`src/mrsq_pkg.sv`:
```
`default_nettype none

package mrsq_pkg;

	// field widths
	localparam int PIX_W = 8;
	localparam int OP_W  = 2;
	localparam int NSH_W = 9;

	// divider operand widths: scaled edge offsets stay below 2^17, divisors reach 512
	localparam int DVD_W = 17;
	localparam int DVS_W = 10;
	localparam int CNT_W = $clog2(DVD_W);

	// queue between front and back
	localparam int QDEPTH = 2;
	localparam int QPTR_W = $clog2(QDEPTH);
	localparam int QCNT_W = $clog2(QDEPTH + 1);

	// operation codes
	localparam logic [OP_W-1:0] OP_CLEAR   = 2'd0;
	localparam logic [OP_W-1:0] OP_MEASURE = 2'd1;
	localparam logic [OP_W-1:0] OP_QUANT   = 2'd2;

	localparam logic [NSH_W-1:0] NSH_RESET = 9'd2;
	localparam logic [PIX_W-1:0] PIX_MAX   = 8'hFF;

	// quantize job with the statistics seen when it was accepted
	typedef struct packed {
		logic [PIX_W-1:0] pixel;
		logic [PIX_W-1:0] lo;
		logic [PIX_W-1:0] hi;
	} qent_t;

	typedef struct packed {
		logic             start;
		logic [DVD_W-1:0] dividend;
		logic [DVS_W-1:0] divisor;
	} div_req_t;

	typedef struct packed {
		logic             done;
		logic [DVD_W-1:0] quo;
	} div_rsp_t;

	typedef enum logic [2:0] {
		BK_IDLE,
		BK_SETUP,
		BK_EDGE,
		BK_DIV_BIN,
		BK_MUL,
		BK_MID,
		BK_DIV_MID,
		BK_OUT
	} bk_state_t;

endpackage

`default_nettype wire

```
`src/mrsq_front.sv`:
```
`default_nettype none

module mrsq_front (
	input  wire                        clk,
	input  wire                        arst_n,
	input  wire                        s_tvalid,
	output logic                       s_tready,
	input  wire  [mrsq_pkg::OP_W-1:0]  s_tuser,  // [1:0] operation
	input  wire  [mrsq_pkg::PIX_W-1:0] s_tdata,  // [7:0] pixel
	input  wire                        cfg_wen,
	input  wire  [mrsq_pkg::NSH_W-1:0] cfg_wdata,
	input  wire                        q_full,
	output logic                       push,
	output mrsq_pkg::qent_t            push_data,
	output logic [mrsq_pkg::NSH_W-1:0] num_shades
);

	logic [mrsq_pkg::PIX_W-1:0] lo_q;
	logic [mrsq_pkg::PIX_W-1:0] hi_q;
	logic [mrsq_pkg::NSH_W-1:0] nsh_q;
	logic                       beat;

	assign s_tready   = !q_full;
	assign beat       = s_tvalid && s_tready;
	assign num_shades = nsh_q;

	// quantize beats go to the back end with a snapshot of the range
	always_comb begin
		push            = beat && (s_tuser == mrsq_pkg::OP_QUANT);
		push_data.pixel = s_tdata;
		push_data.lo    = lo_q;
		push_data.hi    = hi_q;
	end

	// running min and max
	always_ff @(posedge clk or negedge arst_n) begin
		if (!arst_n) begin
			lo_q <= mrsq_pkg::PIX_MAX;
			hi_q <= '0;
		end else if (beat) begin
			case (s_tuser)
				mrsq_pkg::OP_CLEAR: begin
					lo_q <= mrsq_pkg::PIX_MAX;
					hi_q <= '0;
				end
				mrsq_pkg::OP_MEASURE: begin
					if (s_tdata < lo_q) lo_q <= s_tdata;
					if (s_tdata > hi_q) hi_q <= s_tdata;
				end
				default: begin
				end
			endcase
		end
	end

	// shade count register
	always_ff @(posedge clk or negedge arst_n) begin
		if (!arst_n) begin
			nsh_q <= mrsq_pkg::NSH_RESET;
		end else if (cfg_wen) begin
			nsh_q <= cfg_wdata;
		end
	end

endmodule

`default_nettype wire

```
`src/mrsq_queue.sv`:
```
`default_nettype none

module mrsq_queue (
	input  wire             clk,
	input  wire             arst_n,
	input  wire             push,
	input  mrsq_pkg::qent_t push_data,
	input  wire             pop,
	output mrsq_pkg::qent_t head,
	output logic            full,
	output logic            empty
);

	mrsq_pkg::qent_t                 mem [mrsq_pkg::QDEPTH];
	logic [mrsq_pkg::QPTR_W-1:0]     wr_ptr_q;
	logic [mrsq_pkg::QPTR_W-1:0]     rd_ptr_q;
	logic [mrsq_pkg::QCNT_W-1:0]     cnt_q;
	logic                            do_push;
	logic                            do_pop;

	assign full    = (cnt_q == mrsq_pkg::QCNT_W'(mrsq_pkg::QDEPTH));
	assign empty   = (cnt_q == '0);
	assign do_push = push && !full;
	assign do_pop  = pop && !empty;
	assign head    = mem[rd_ptr_q];

	// entry storage
	always_ff @(posedge clk) begin
		if (do_push) mem[wr_ptr_q] <= push_data;
	end

	// pointers and fill count
	always_ff @(posedge clk or negedge arst_n) begin
		if (!arst_n) begin
			wr_ptr_q <= '0;
			rd_ptr_q <= '0;
			cnt_q    <= '0;
		end else begin
			if (do_push) wr_ptr_q <= wr_ptr_q + 1'b1;
			if (do_pop)  rd_ptr_q <= rd_ptr_q + 1'b1;
			if (do_push && !do_pop)      cnt_q <= cnt_q + 1'b1;
			else if (do_pop && !do_push) cnt_q <= cnt_q - 1'b1;
		end
	end

endmodule

`default_nettype wire

```
`src/mrsq_div.sv`:
```
`default_nettype none

module mrsq_div (
	input  wire                clk,
	input  wire                arst_n,
	input  mrsq_pkg::div_req_t req,
	output mrsq_pkg::div_rsp_t rsp
);

	logic [mrsq_pkg::DVD_W-1:0] quo_q;
	logic [mrsq_pkg::DVS_W-1:0] rem_q;
	logic [mrsq_pkg::DVS_W-1:0] dvs_q;
	logic [mrsq_pkg::CNT_W-1:0] cnt_q;
	logic                       busy_q;
	logic                       done_q;
	logic [mrsq_pkg::DVS_W:0]   shifted;
	logic                       ge;
	logic [mrsq_pkg::DVS_W-1:0] rem_nxt;

	// one restoring step per cycle
	always_comb begin
		shifted = {rem_q, quo_q[mrsq_pkg::DVD_W-1]};
		ge      = (shifted >= {1'b0, dvs_q});
		if (ge) begin
			rem_nxt = mrsq_pkg::DVS_W'(shifted - {1'b0, dvs_q});
		end else begin
			rem_nxt = shifted[mrsq_pkg::DVS_W-1:0];
		end
	end

	assign rsp.done = done_q;
	assign rsp.quo  = quo_q;

	// step control
	always_ff @(posedge clk or negedge arst_n) begin
		if (!arst_n) begin
			busy_q <= 1'b0;
			done_q <= 1'b0;
			cnt_q  <= '0;
		end else begin
			done_q <= 1'b0;
			if (req.start) begin
				busy_q <= 1'b1;
				cnt_q  <= '0;
			end else if (busy_q) begin
				cnt_q <= cnt_q + 1'b1;
				if (cnt_q == mrsq_pkg::CNT_W'(mrsq_pkg::DVD_W - 1)) begin
					busy_q <= 1'b0;
					done_q <= 1'b1;
				end
			end
		end
	end

	// quotient and partial remainder
	always_ff @(posedge clk) begin
		if (req.start) begin
			quo_q <= req.dividend;
			rem_q <= '0;
			dvs_q <= req.divisor;
		end else if (busy_q) begin
			quo_q <= {quo_q[mrsq_pkg::DVD_W-2:0], ge};
			rem_q <= rem_nxt;
		end
	end

endmodule

`default_nettype wire

```
`src/mrsq_back.sv`:
```
`default_nettype none

module mrsq_back (
	input  wire                        clk,
	input  wire                        arst_n,
	input  mrsq_pkg::qent_t            head,
	input  wire                        q_empty,
	output logic                       pop,
	input  wire  [mrsq_pkg::NSH_W-1:0] num_shades,
	output mrsq_pkg::div_req_t         div_req,
	input  mrsq_pkg::div_rsp_t         div_rsp,
	output logic                       m_tvalid,
	input  wire                        m_tready,
	output logic [mrsq_pkg::PIX_W-1:0] m_tdata
);

	mrsq_pkg::bk_state_t state_q;
	mrsq_pkg::bk_state_t state_nxt;

	logic [mrsq_pkg::PIX_W-1:0] pixel_q;
	logic [mrsq_pkg::PIX_W-1:0] lo_q;
	logic [mrsq_pkg::PIX_W-1:0] hi_q;
	logic [mrsq_pkg::NSH_W-1:0] n_q;
	logic [mrsq_pkg::NSH_W-1:0] r_q;
	logic [mrsq_pkg::DVD_W-1:0] nlo_q;
	logic [mrsq_pkg::DVD_W-1:0] tgt_q;
	logic [mrsq_pkg::DVD_W-1:0] k_q;
	logic [mrsq_pkg::DVD_W-1:0] prod_q;
	logic [mrsq_pkg::PIX_W-1:0] res_q;
	logic [mrsq_pkg::PIX_W-1:0] shade_q;
	logic                       ovalid_q;

	logic [mrsq_pkg::NSH_W-1:0] n_eff;
	logic signed [9:0]          r_s;
	logic                       bypass;
	logic [mrsq_pkg::DVS_W-1:0] n2;
	logic [mrsq_pkg::DVS_W-1:0] r2;
	logic [17:0]                lim;
	logic [17:0]                tclip;
	logic signed [18:0]         d_s;
	logic                       d_neg;
	logic [17:0]                v;
	logic                       load_out;

	// setup arithmetic
	always_comb begin
		n_eff  = (num_shades == '0) ? mrsq_pkg::NSH_W'(1) : num_shades;
		r_s    = $signed({2'b00, hi_q}) - $signed({2'b00, lo_q}) + 10'sd1;
		bypass = ($signed({1'b0, n_eff}) >= r_s);
		n2     = {n_q, 1'b0};
		r2     = {r_q, 1'b0};
	end

	// first edge above the pixel, offset from the first bin edge
	always_comb begin
		lim   = {n2, 8'b0} - {8'b0, n2};
		tclip = ({1'b0, tgt_q} < lim) ? {1'b0, tgt_q} : (lim - 18'd1);
		d_s   = $signed({1'b0, tclip}) - $signed({2'b00, nlo_q})
		        + $signed({10'b0, n_q});
		d_neg = d_s[18];
		v     = {1'b0, nlo_q} + {1'b0, prod_q} - {9'b0, n_q} - {9'b0, r_q};
	end

	// next state
	always_comb begin
		state_nxt = state_q;
		case (state_q)
			mrsq_pkg::BK_IDLE:    if (!q_empty) state_nxt = mrsq_pkg::BK_SETUP;
			mrsq_pkg::BK_SETUP:   state_nxt = bypass ? mrsq_pkg::BK_OUT : mrsq_pkg::BK_EDGE;
			mrsq_pkg::BK_EDGE:    state_nxt = d_neg ? mrsq_pkg::BK_MUL : mrsq_pkg::BK_DIV_BIN;
			mrsq_pkg::BK_DIV_BIN: if (div_rsp.done) state_nxt = mrsq_pkg::BK_MUL;
			mrsq_pkg::BK_MUL:     state_nxt = mrsq_pkg::BK_MID;
			mrsq_pkg::BK_MID:     state_nxt = mrsq_pkg::BK_DIV_MID;
			mrsq_pkg::BK_DIV_MID: if (div_rsp.done) state_nxt = mrsq_pkg::BK_OUT;
			mrsq_pkg::BK_OUT:     if (!ovalid_q || m_tready) state_nxt = mrsq_pkg::BK_IDLE;
			default:              state_nxt = mrsq_pkg::BK_IDLE;
		endcase
	end

	// control outputs
	always_comb begin
		pop              = 1'b0;
		load_out         = 1'b0;
		div_req.start    = 1'b0;
		div_req.dividend = d_s[mrsq_pkg::DVD_W-1:0];
		div_req.divisor  = r2;
		case (state_q)
			mrsq_pkg::BK_IDLE: pop = !q_empty;
			mrsq_pkg::BK_EDGE: div_req.start = !d_neg;
			mrsq_pkg::BK_MID: begin
				div_req.start    = 1'b1;
				div_req.dividend = v[mrsq_pkg::DVD_W-1:0];
				div_req.divisor  = n2;
			end
			mrsq_pkg::BK_OUT: load_out = !ovalid_q || m_tready;
			default: begin
			end
		endcase
	end

	// state register
	always_ff @(posedge clk or negedge arst_n) begin
		if (!arst_n) state_q <= mrsq_pkg::BK_IDLE;
		else         state_q <= state_nxt;
	end

	// datapath registers
	always_ff @(posedge clk) begin
		case (state_q)
			mrsq_pkg::BK_IDLE: begin
				pixel_q <= head.pixel;
				lo_q    <= head.lo;
				hi_q    <= head.hi;
			end
			mrsq_pkg::BK_SETUP: begin
				res_q <= pixel_q;
				n_q   <= n_eff;
				r_q   <= r_s[mrsq_pkg::NSH_W-1:0];
				nlo_q <= mrsq_pkg::DVD_W'({n_eff, 1'b0} * lo_q);
				tgt_q <= mrsq_pkg::DVD_W'({n_eff, 1'b0} * pixel_q);
			end
			mrsq_pkg::BK_EDGE:    k_q <= mrsq_pkg::DVD_W'(1);
			mrsq_pkg::BK_DIV_BIN: k_q <= div_rsp.quo + 1'b1;
			mrsq_pkg::BK_MUL:     prod_q <= mrsq_pkg::DVD_W'(r2 * k_q);
			mrsq_pkg::BK_DIV_MID: begin
				if (div_rsp.quo > mrsq_pkg::DVD_W'(mrsq_pkg::PIX_MAX)) res_q <= mrsq_pkg::PIX_MAX;
				else res_q <= div_rsp.quo[mrsq_pkg::PIX_W-1:0];
			end
			default: begin
			end
		endcase
	end

	// output register
	always_ff @(posedge clk or negedge arst_n) begin
		if (!arst_n) begin
			ovalid_q <= 1'b0;
		end else if (load_out) begin
			ovalid_q <= 1'b1;
		end else if (m_tready) begin
			ovalid_q <= 1'b0;
		end
	end

	always_ff @(posedge clk) begin
		if (load_out) shade_q <= res_q;
	end

	assign m_tvalid = ovalid_q;
	assign m_tdata  = shade_q;

endmodule

`default_nettype wire

```
`src/minmax_range_shade_quantizer_unit.sv`:
```
// Grey pixel quantizer over a measured luminance range. Clear and measure beats
// are taken by the front end and update the running min and max; quantize
// beats enter a two-entry queue together with the range in force when they
// arrived, so later measure beats do not disturb them. The back end turns each
// queued pixel into the midpoint of one of num_shades uniform bins, using exact
// integer math scaled by twice the shade count. A quantize beat makes up to two
// passes through the shared 17-step serial divider (bin index, then midpoint);
// a pixel that passes unchanged skips the divider. The result waits in an
// output register, so the front keeps accepting while the queue has room. The
// user must write num_shades only while the block is idle; the block itself
// does not enforce this.
`default_nettype none

module minmax_range_shade_quantizer_unit (
	input  wire                        clk,
	input  wire                        arst_n,
	input  wire                        s_tvalid,
	output logic                       s_tready,
	input  wire  [mrsq_pkg::OP_W-1:0]  s_tuser,   // [1:0] operation
	input  wire  [mrsq_pkg::PIX_W-1:0] s_tdata,   // [7:0] pixel
	output logic                       m_tvalid,
	input  wire                        m_tready,
	output logic [mrsq_pkg::PIX_W-1:0] m_tdata,   // [7:0] shade
	input  wire                        cfg_wen,
	input  wire  [mrsq_pkg::NSH_W-1:0] cfg_wdata  // num_shades
);

	logic                       push;
	mrsq_pkg::qent_t            push_data;
	logic                       pop;
	mrsq_pkg::qent_t            head;
	logic                       q_full;
	logic                       q_empty;
	logic [mrsq_pkg::NSH_W-1:0] num_shades;
	mrsq_pkg::div_req_t         div_req;
	mrsq_pkg::div_rsp_t         div_rsp;

	mrsq_front u_front (
		.clk        (clk),
		.arst_n     (arst_n),
		.s_tvalid   (s_tvalid),
		.s_tready   (s_tready),
		.s_tuser    (s_tuser),
		.s_tdata    (s_tdata),
		.cfg_wen    (cfg_wen),
		.cfg_wdata  (cfg_wdata),
		.q_full     (q_full),
		.push       (push),
		.push_data  (push_data),
		.num_shades (num_shades)
	);

	mrsq_queue u_queue (
		.clk       (clk),
		.arst_n    (arst_n),
		.push      (push),
		.push_data (push_data),
		.pop       (pop),
		.head      (head),
		.full      (q_full),
		.empty     (q_empty)
	);

	mrsq_div u_div (
		.clk    (clk),
		.arst_n (arst_n),
		.req    (div_req),
		.rsp    (div_rsp)
	);

	mrsq_back u_back (
		.clk        (clk),
		.arst_n     (arst_n),
		.head       (head),
		.q_empty    (q_empty),
		.pop        (pop),
		.num_shades (num_shades),
		.div_req    (div_req),
		.div_rsp    (div_rsp),
		.m_tvalid   (m_tvalid),
		.m_tready   (m_tready),
		.m_tdata    (m_tdata)
	);

endmodule

`default_nettype wire

```
`config.mk`:
```
export PLATFORM = sky130hd
export DESIGN_NAME = minmax_range_shade_quantizer_unit
export DESIGN_NICKNAME = d
export VERILOG_FILES = /design/src/mrsq_pkg.sv /design/src/mrsq_front.sv /design/src/mrsq_queue.sv /design/src/mrsq_div.sv /design/src/mrsq_back.sv /design/src/minmax_range_shade_quantizer_unit.sv
export SDC_FILE = /design/constraint.sdc
export NUM_CORES = 1
export LEC_CHECK = 0
export ABC_AREA = 1
export BUFFER_PORTS_ARGS = -buffer_cell sky130_fd_sc_hd__buf_4
export CAP_MARGIN = 15
export CORE_ASPECT_RATIO = 1.75
export CORE_MARGIN = 3
export CORE_UTILIZATION = 50
export DETAILED_ROUTE_END_ITERATION = 8
export PLACE_DENSITY_LB_ADDON = 0.15
export SLEW_MARGIN = 30
export SYNTH_ARGS = -nofsm -noshare
export SYNTH_HDL_FRONTEND = slang
export SYNTH_HIERARCHICAL = 1
export SYNTH_SLANG_ARGS = --single-unit
```
`constraint.sdc`:
```
create_clock -name clk -period 5.29 [get_ports clk]
set_input_delay 0 -clock clk [delete_from_list [all_inputs] [get_ports clk]]
set_output_delay 0 -clock clk [all_outputs]
set_load 0.01 [all_outputs]
```
==> results.sh, run 1 <==
export IMPL_final_nets=3156
export IMPL_hold_class="primary input to async pin"
export IMPL_relSlewSlack_pct=36.10
export IMPL_area_growth_pct=13.86
export IMPL_insertion_delay_ns=0.56
export IMPL_grt_pass1_wl_um=93030
export IMPL_fp_dieH_um=286.2
export IMPL_syn_area_um2=22430
export IMPL_dp_hpwl_um=48700
export IMPL_synth_async_reset_ratio_pct=16.19
export IMPL_maxCapViolCount=0
export IMPL_cp_common_cell="nand2_2"
export IMPL_fin_crit_sh_pct=100.9
export IMPL_setup_viol=19
export IMPL_slowest_stage="edfxtp_1"
export IMPL_die_x_um=166.1
export IMPL_synth_nets=3050
export IMPL_antenna_left=0
export IMPL_cp_arrival_ns=5.65
export IMPL_avgViaCountPerCell=5.218
export IMPL_grtUsageTotal_pct=24.87
export IMPL_yosys_cell_types_count=63
export IMPL_ys_warnings_count=6
export IMPL_synth_edff_count=197
export IMPL_cts_sinks=247
export IMPL_dieArea_um2=47540
export IMPL_hold_viol=0
export IMPL_clockBufferDepth=3
export IMPL_clock_root_buffer="clkbuf_16"
export IMPL_place_congestion=0.9903
export IMPL_num_io_pins=34
export IMPL_worstPathMaxFanout=21
export IMPL_setup_ws_ns=-0.04518
export IMPL_grt_ovfl_total=0
export IMPL_synth_cells=2643
export IMPL_wl_um=60430
export IMPL_critPathLaunchType="flip-flop"
export IMPL_path_buf_inv=8
export IMPL_grt_pass1_vias=18410
export IMPL_dpl_cell_count=3249
export IMPL_synth_seq_cells=247
export IMPL_run_status="complete, but fails checks"
export IMPL_reg2reg_from="u_back/n_q[0]"
export IMPL_avgSynthCellArea_um2=8.487
export IMPL_tightestPinTransition_ns=0.9574
export IMPL_violations="negative setup slack"
export IMPL_core_area_um2=44290
export IMPL_ys_flop_type="edfxtp_1"
export IMPL_final_cells=3341
export IMPL_antenna_cells=0
export IMPL_rsz0062_at_grt="true"
export IMPL_grt_max_degree=54
export IMPL_crit_type="flip-flop to flip-flop"
export IMPL_drv_slew=0
export IMPL_wl_per_cell_um=18.09
export IMPL_max_stage_delay_ns=0.44
export IMPL_numCtsBuffers=26
export IMPL_clkTransAtPathRegs_ns=0.06
export IMPL_cts_tree="yes"
export IMPL_antenna_found_initial=0
export IMPL_fmax_ghz=0.1874
export IMPL_drc=0
export IMPL_drt_iter0_markers=796
export IMPL_ys_seq_area_share_pct=31.78
export IMPL_yosys_area_top_type_share_pct=26.37
export IMPL_ctsHtreeMaxLevel=1
export IMPL_cp_top_family="simple AND/OR/NAND/NOR gates"
export IMPL_endpoint_kind="flip-flop"
export IMPL_period_needed_ns=5.335
export IMPL_row_count=102
export IMPL_floorplan_initialDensity_pct=50.65
export IMPL_startpoint="u_back/n_q[0]"
export IMPL_synth_top_area_cell="edfxtp_1"
export IMPL_drive_gt1_share_pct=13.25
export IMPL_yosysMostFrequentCell="nand2_1"
export IMPL_dr_total_vias=17440
export IMPL_synthTopCellsByCount="681 x nand2_1, 558 x inv_1, 208 x ha_1, 197 x edfxtp_1, 175 x fa_1"
export IMPL_io_buffers=33
export IMPL_synth_area_top_cells="edfxtp_1 26%, fa_1 16%, ha_1 12%, nand2_1 11%, inv_1 9.3%"
export IMPL_fin_skew_ns=0.01141
export IMPL_drt_pass1_iter_count=5
export IMPL_cp_required_ns=5.61
==> path summary, 6_finish.rpt <==
path	endpoint	slack, ns	depth (start not counted)
worst min-delay path	u_front/num_shades[1]	0.06	2
worst max register to register	u_div/quo_q[15]	-0.05	37
min in group clk	u_back/m_tvalid	0.19	3
worst max-delay path	u_div/quo_q[15]	-0.05	37
worst min register to register	u_back/m_tdata[2]	0.43	0
max in group asynchronous	u_front/num_shades[4]	5.00	3
==> layout make-up <==
| class | count | area [um2] |
|---|---|---|
| well taps | 572 | 715.7 |
| repair buffers | 175 | 1504 |
| inverters | 570 | 2161 |
| multi-input cells | 1729 | 13160 |
| clock inverters | 18 | 181.4 |
| clock buffers | 30 | 685.7 |
| fillers | 3930 | 18750 |
| flip-flops and latches | 247 | 7128 |
==> state kept, by name (all words and copies together) (netlist names), 10 cells and up <==
signal,cells
u_div/quo_q,17
u_div/dvs_q,10
u_queue/mem,48
u_back/nlo_q,16
u_back/tgt_q,16
u_back/prod_q,16
u_back/k_q,16
u_div/rem_q,10
==> cell usage in the layout, fill, tap and decap left out, types with 10 or more instances in the layout <==
| cell | n |
|---|---|
| a21oi_1 | 99 |
| buf_4 | 129 |
| clkbuf_16 | 27 |
| dfrtp_1 | 31 |
| dfxtp_1 | 10 |
| dlygate4sd3_1 | 34 |
| edfxtp_1 | 197 |
| fa_1 | 175 |
| ha_1 | 201 |
| inv_1 | 549 |
| inv_2 | 16 |
| nand2_1 | 648 |
| nand2_2 | 40 |
| nand2_4 | 15 |
| nand3_1 | 72 |
| nand4_1 | 10 |
| nor2_1 | 108 |
| nor2_2 | 12 |
| nor3_1 | 22 |
| o21ai_0 | 76 |
| o21ai_1 | 13 |
| o21ai_2 | 10 |
| xnor2_1 | 37 |
| xor2_1 | 53 |
==> routing by layer <==
| metal | vias up | GRT usage, % | wire length (um) | share of wire, % |
|---|---|---|---|---|
| met4 | 0 | 16.57 | 4875 | 8.1 |
| met5 | - | 0 | 0 | 0 |
| li1 | 8418 | - | - | - |
| met1 | 8424 | 22.63 | 19470 | 32 |
| met2 | 405 | 50.99 | 34380 | 57 |
| met3 | 188 | 2.053 | 1709 | 2.8 |
==> through the flow <==
step | setup TNS [ns] | utilization [%] | cell area [um2] | hold WS, ns | worst slack [ns]
2_1_floorplan | 0 | - | 22460 | -0.2956 | 0.02014
3_3_place_gp | -0.03132 | 53.57 | 23720 | 0.03839 | -0.01972
3_5_place_dp | -5.078 | 53.57 | 23720 | 0.04182 | -0.1555
4_1_cts | 0 | 56.46 | 25000 | 0.04507 | 0.005007
5_1_grt | -14.56 | 57.67 | 25540 | 0.05384 | -0.3205
6_report | -0.6801 | 57.67 | 25540 | 0.06232 | -0.04518
==> cell families after synthesis <==
group,share of synthesized area [%]
muxes,0.4518
DFF,31.78
and+or+nand+nor,18.32
xor gates and xnor gates,4.077
AOI/OAI and AO/OA,6.437
adders and majority gates,27.22
buffers and inverters,11.70
other,0.01672
==> repair_timing <==
| item | in CTS | in global routing |
|---|---|---|
| setup endpoints to repair | 56 | 68 |
| gates cloned | 0 | 4 |
| buffers inserted | 0 | 7 |
| hold buffers | 35 | 0 |
| pin swaps | 2 | 34 |
| hold endpoints to repair | 83 | 0 |
| gates resized for setup | 12 | 129 |
==> worst reg2reg max path: cells and delay by family, from the launching register on <==
family | cells | cell delay (ns)
and+or+nand+nor | 18 | 1.73
adders and majority gates | 4 | 1.07
buffers and inverters | 8 | 0.99
AOI/OAI and AO/OA | 7 | 0.87
DFF | 1 | 0.44
Power of run 1 is left out: the tool's default activity adds up to more than one toggle a clock period on the data nets, which glitch-free logic cannot reach.
==> inputs of run 2 (changes only) <==
Settings changed: REMOVE_ABC_BUFFERS from default to 1.
==> results.sh, run 2 (synthesized netlist as in run 1, its figures left out) <==
export IMPL_place_congestion=0.9479
export IMPL_holdWs_ns=0.04828
export IMPL_drive_gt1_share_pct=14.21
export IMPL_clock_root_buffer="clkbuf_16"
export IMPL_clockBufferDepth=3
export IMPL_route_layer_met1_wl_um=20300
export IMPL_nFillCells=3941
export IMPL_ctsHtreeMaxLevel=1
export IMPL_fin_crit_sh_pct=100.6
export IMPL_fp_dieH_um=286.2
export IMPL_critPathLaunchType="flip-flop"
export IMPL_mostFrequentLayoutCells="644 x nand2_1, 546 x inv_1, 197 x ha_1, 197 x edfxtp_1, 174 x fa_1"
export IMPL_cp_common_cell="nand2_1"
export IMPL_dieArea_um2=47540
export IMPL_antenna_left=0
export IMPL_relSlewSlack_pct=37.38
export IMPL_fmax_ghz=0.1880
export IMPL_drc=0
export IMPL_utilization_pct=58.27
export IMPL_routed_top_layer="met4"
export IMPL_dp_hpwl_um=48570
export IMPL_top_register="u_queue/mem"
export IMPL_antenna_found_initial=0
export IMPL_wl_met3_um=1557
export IMPL_cts_tree="yes"
export IMPL_run_status="complete, but fails checks"
export IMPL_die_x_um=166.1
export IMPL_grt_pass1_wl_um=94090
export IMPL_final_common_cell="nand2_1"
export IMPL_final_nets=3179
export IMPL_max_stage_delay_ns=0.55
export IMPL_hold_start="s_tvalid"
export IMPL_core_area_um2=44290
export IMPL_hold_class="primary input to flip-flop"
export IMPL_maxCapViolCount=0
export IMPL_tightestPinTransition_ns=0.9382
export IMPL_wl_um=60110
export IMPL_setup_tns_ns=-0.3669
export IMPL_antenna_cells=0
export IMPL_rsz0062_at_grt="true"
export IMPL_top_regs="u_queue/mem (48), u_div/quo_q (17)"
export IMPL_grt_pass1_vias=18210
export IMPL_cp_arrival_ns=5.61
export IMPL_num_io_pins=34
export IMPL_numCtsBuffers=27
export IMPL_setup_viol=18
export IMPL_avgViaCountPerCell=5.185
export IMPL_row_count=102
export IMPL_place_area_um2=23810
export IMPL_grtUsageTotal_pct=25.11
export IMPL_io_buffers=33
export IMPL_period_needed_ns=5.320
export IMPL_cp_required_ns=5.58
export IMPL_reg2reg_from="u_back/n_q[0]"
export IMPL_area_growth_pct=15.04
export IMPL_drt_iter0_markers=874
export IMPL_endpoint_kind="flip-flop"
export IMPL_crit_type="flip-flop to flip-flop"
export IMPL_setup_ws_ns=-0.03015
export IMPL_wl_per_cell_um=17.86
export IMPL_grt_ovfl_total=0
export IMPL_floorplan_initialDensity_pct=50.65
export IMPL_worstPathMaxFanout=8
export IMPL_insertion_delay_ns=0.58
export IMPL_largest_reg_flops=48
export IMPL_dr_total_vias=17450
export IMPL_fin_area_um2=25810
export IMPL_met2_length_um=34060
export IMPL_fin_skew_ns=0.01755
export IMPL_drt_pass1_iter_count=5
export IMPL_clkTransAtPathRegs_ns=0.07
export IMPL_grt_max_degree=54
export IMPL_violations="negative setup slack"
export IMPL_drv_slew=0
export IMPL_startpoint="u_back/n_q[0]"
export IMPL_cts_sinks=247
export IMPL_slowest_stage="fa_1"
export IMPL_hold_viol=0
[run 2: final timing paths]
check                                        endpoint  slack [ns]  depth (start not counted)
worst min register to register      u_back/m_tdata[4]        0.42                          0
max in group asynchronous       u_front/num_shades[2]        4.38                          4
min in group asynchronous              u_div/cnt_q[3]        0.43                          3
worst min-delay path                 u_queue/wr_ptr_q        0.05                          7
worst max-delay path                  u_div/quo_q[16]       -0.03                         36
worst max register to register        u_div/quo_q[16]       -0.03                         36
[run 2: metal layers]
metal | vias up | GRT usage (%)
met3 | 168 | 1.985
li1 | 8456 | -
met2 | 364 | 50.28
met4 | 0 | 15.21
met5 | - | 0
met1 | 8461 | 24.62
[run 2: area by class of cell]
| cell class | count | area, um2 | area share, % |
|---|---|---|---|
| clock buffer | 31 | 700.7 | 2.715 |
| inverter | 570 | 2152 | 8.339 |
| clock inverter | 19 | 165.2 | 0.6400 |
| multi-input combinational | 1729 | 13210 | 51.20 |
| sequential | 247 | 7128 | 27.62 |
| timing repair buffer | 197 | 1733 | 6.715 |
| tap | 572 | 715.7 | 2.773 |
[run 2: worst max-delay path, delay by kind of cell (launching register included)]
family / cells / cell delay [ns]
AO/OA/AOI/OAI: 6 / 0.76
XOR/XNOR: 1 / 0.17
adder cells (fa/ha/maj): 4 / 1.30
buffers and inverters: 7 / 0.67
flip-flops: 1 / 0.42
AND/OR/NAND/NOR: 18 / 1.73
[run 2: what timing repair did]
action / 4_1_cts / 5_1_grt
setup endpoints to repair: 61 / 68
gates resized for setup: 15 / 147
endpoints found under the hold margin: 83 / 0
buffers inserted: 2 / 9
pin swaps: 2 / 56
gates cloned: 0 / 6
hold buffers: 35 / 0
[run 2: stage by stage]
stage               worst slack, ns  std cells
floorplan                   -0.8631       2545
detailed placement          -0.2262       3264
finish                     -0.03015       3365
global placement            -0.1036       3264
CTS                         0.01673       3351
global route                -0.3552       3365
Power of run 2 is left out for the same reason.
==> inputs of run 3 (changes only) <==
Settings changed: SYNTH_HIERARCHICAL 1 to default.
==> results.sh, run 3 <==
export IMPL_insertion_delay_ns=0.56
export IMPL_antenna_found_initial=0
export IMPL_max_stage_delay_ns=0.50
export IMPL_maxCapViolCount=0
export IMPL_die_x_um=163.0
export IMPL_largest_reg_flops=48
export IMPL_cts_tree="yes"
export IMPL_synthXorXnorAreaFrac_pct=4.488
export IMPL_hold_start="s_tvalid"
export IMPL_antenna_cells=0
export IMPL_grtUsageTotal_pct=25.83
export IMPL_syn_area_um2=21580
export IMPL_ys_warnings_count=0
export IMPL_startpoint="u_back.n_q[0]"
export IMPL_grt_pass1_wl_um=91330
export IMPL_worstPathMaxFanout=8
export IMPL_yosys_area_top_type_share_pct=27.27
export IMPL_avgSynthCellArea_um2=8.740
export IMPL_critPathLaunchType="flip-flop"
export IMPL_synth_seq_cells=246
export IMPL_top_register="u_queue.mem"
export IMPL_synth_cells=2469
export IMPL_clkTransAtPathRegs_ns=0.06
export IMPL_yosysMostFrequentCell="nand2_1"
export IMPL_cp_common_cell="nand2_8"
export IMPL_synthMuxAreaShare_pct=0.4175
export IMPL_grt_max_degree=52
export IMPL_fp_dieH_um=280.8
export IMPL_fmax_ghz=0.1913
export IMPL_dpl_worst_slack_ns=-0.2715
export IMPL_ys_flop_type="edfxtp_1"
export IMPL_synth_top_area_cell="edfxtp_1"
export IMPL_fin_area_um2=25410
export IMPL_cp_arrival_ns=5.51
export IMPL_synth_area_top_cells="edfxtp_1 27%, fa_1 16%, ha_1 12%, nand2_1 9.5%, inv_1 9.0%"
export IMPL_num_io_pins=34
export IMPL_grt_pass1_vias=17610
export IMPL_place_area_um2=23310
export IMPL_setup_ws_ns=0.06307
export IMPL_cts_sinks=246
export IMPL_synth_edff_count=196
export IMPL_drt_pass1_iter_count=7
export IMPL_clockBufferDepth=3
export IMPL_final_nets=3043
export IMPL_rsz0062_at_grt="true"
export IMPL_yosys_cell_types_count=58
export IMPL_cp_required_ns=5.57
export IMPL_numCtsBuffers=26
export IMPL_setup_viol=0
export IMPL_holdWs_ns=0.008970
export IMPL_core_area_um2=42540
export IMPL_floorplan_initialDensity_pct=50.73
export IMPL_wl_um=59060
export IMPL_place_congestion=0.9524
export IMPL_cp_top_family="simple AND/OR/NAND/NOR gates"
export IMPL_wl_per_cell_um=18.35
export IMPL_endpoint_kind="flip-flop"
export IMPL_antenna_left=0
export IMPL_relSlewSlack_pct=40.22
export IMPL_fin_crit_sh_pct=98.81
export IMPL_path_buf_inv=5
export IMPL_worstRegToRegCells=28
export IMPL_drc=0
export IMPL_dp_hpwl_um=47250
export IMPL_io_buffers=33
export IMPL_drv_slew=0
export IMPL_synth_async_reset_ratio_pct=16.26
export IMPL_mostFrequentLayoutCells="531 x nand2_1, 510 x inv_1, 196 x edfxtp_1"
export IMPL_run_status="completed"
export IMPL_hold_path_depth=5
export IMPL_hold_class="primary input to flip-flop"
export IMPL_period_needed_ns=5.227
export IMPL_top_regs="u_queue.mem (48), u_div.quo_q (17)"
export IMPL_crit_type="flip-flop to flip-flop"
export IMPL_ys_seq_area_share_pct=32.89
export IMPL_synth_top_family_by_area="adder cells"
export IMPL_drt_iter0_markers=942
export IMPL_r2r_setup_slack_ns=0.06
export IMPL_yosys_area_share_simple_pct=15.05
export IMPL_slowest_stage="fa_1"
export IMPL_dr_total_vias=16960
export IMPL_row_count=100
export IMPL_hold_viol=0
export IMPL_synth_adder_area_share_pct=28.24
export IMPL_fin_skew_ns=0.01476
export IMPL_ctsHtreeMaxLevel=1
export IMPL_grt_ovfl_total=0
export IMPL_tightestPinTransition_ns=0.8967
export IMPL_reg2reg_from="u_back.n_q[0]"
export IMPL_avgViaCountPerCell=5.270
export IMPL_hold_path_end="u_queue.wr_ptr_q"
export IMPL_dieArea_um2=45790
export IMPL_final_common_cell="nand2_1"
export IMPL_r2r_end="u_div.quo_q[14]"
export IMPL_synthTopCellsByCount="549 x nand2_1, 515 x inv_1, 207 x ha_1, 196 x edfxtp_1, 175 x fa_1"
export IMPL_clock_root_buffer="clkbuf_16"
export IMPL_drive_gt1_share_pct=14.45
export IMPL_synth_compound_area_share_pct=8.135
export IMPL_area_growth_pct=17.75
-- run 3: worst min-delay path: cells and delay by family --
kind                   cells  cell delay [ns]
AND/OR/NAND/NOR            4             0.42
buffers and inverters      1             0.11
-- run 3: worst max path at each step --
stage	end	slack, ns	cells past startpoint
6_report	u_div.quo_q[14]	0.06	28
5_1_grt	u_div.quo_q[14]	-0.13	35
4_1_cts	u_div.quo_q[13]	0.003	38
3_5_place_dp	u_div.done_q	-0.27	29
3_3_place_gp	u_div.quo_q[16]	-0.16	36
2_1_floorplan	u_div.quo_q[0]	-0.74	28
-- run 3: cells by family after synthesis --
kind of cell,Yosys count
and+or+nand+nor,797
AOI/OAI and AO/OA,317
xor gates and xnor gates,108
DFF,246
adders and majority gates,382
muxes,8
buffers and inverters,611
-- run 3: stage by stage --
step	std cells	utilization, %	TNS [ns]
after floorplan	2381	-	-21.34
after global placement	3114	54.79	-7.957
after detailed placement	3114	54.79	-14.70
after CTS	3197	57.93	0
after global routing	3218	59.73	-4.234
final	3218	59.73	0
-- run 3: cell type report --
cell class	count	area [um2]
Clock buffer	33	686.9
Clock inverter	15	203.9
Fill cell	3778	17130
Inverter	523	1977
Multi-Input combinational cell	1613	12720
Sequential cell	246	7098
Tap cell	561	701.9
Timing Repair Buffer	227	2023
-- run 3: metal layers --
| metal | part of all wire [%] | up-vias | global-route usage [%] |
|---|---|---|---|
| met1 | 33 | 8219 | 24.93 |
| met2 | 55 | 433 | 50.37 |
| met5 | 0 | - | 0 |
| met3 | 3.5 | 212 | 2.507 |
| li1 | - | 8095 | - |
| met4 | 8.8 | 0 | 17.65 |
-- run 3: what timing repair did --
action | CTS | global route
pin swaps | 4 | 32
gates resized for setup | 21 | 120
cloned | 2 | 6
hold buffers | 32 | 0
hold endpoints to repair | 84 | 0
buffers inserted | 1 | 15
endpoints found under the setup margin | 64 | 69
Power of run 3 is left out for the same reason.
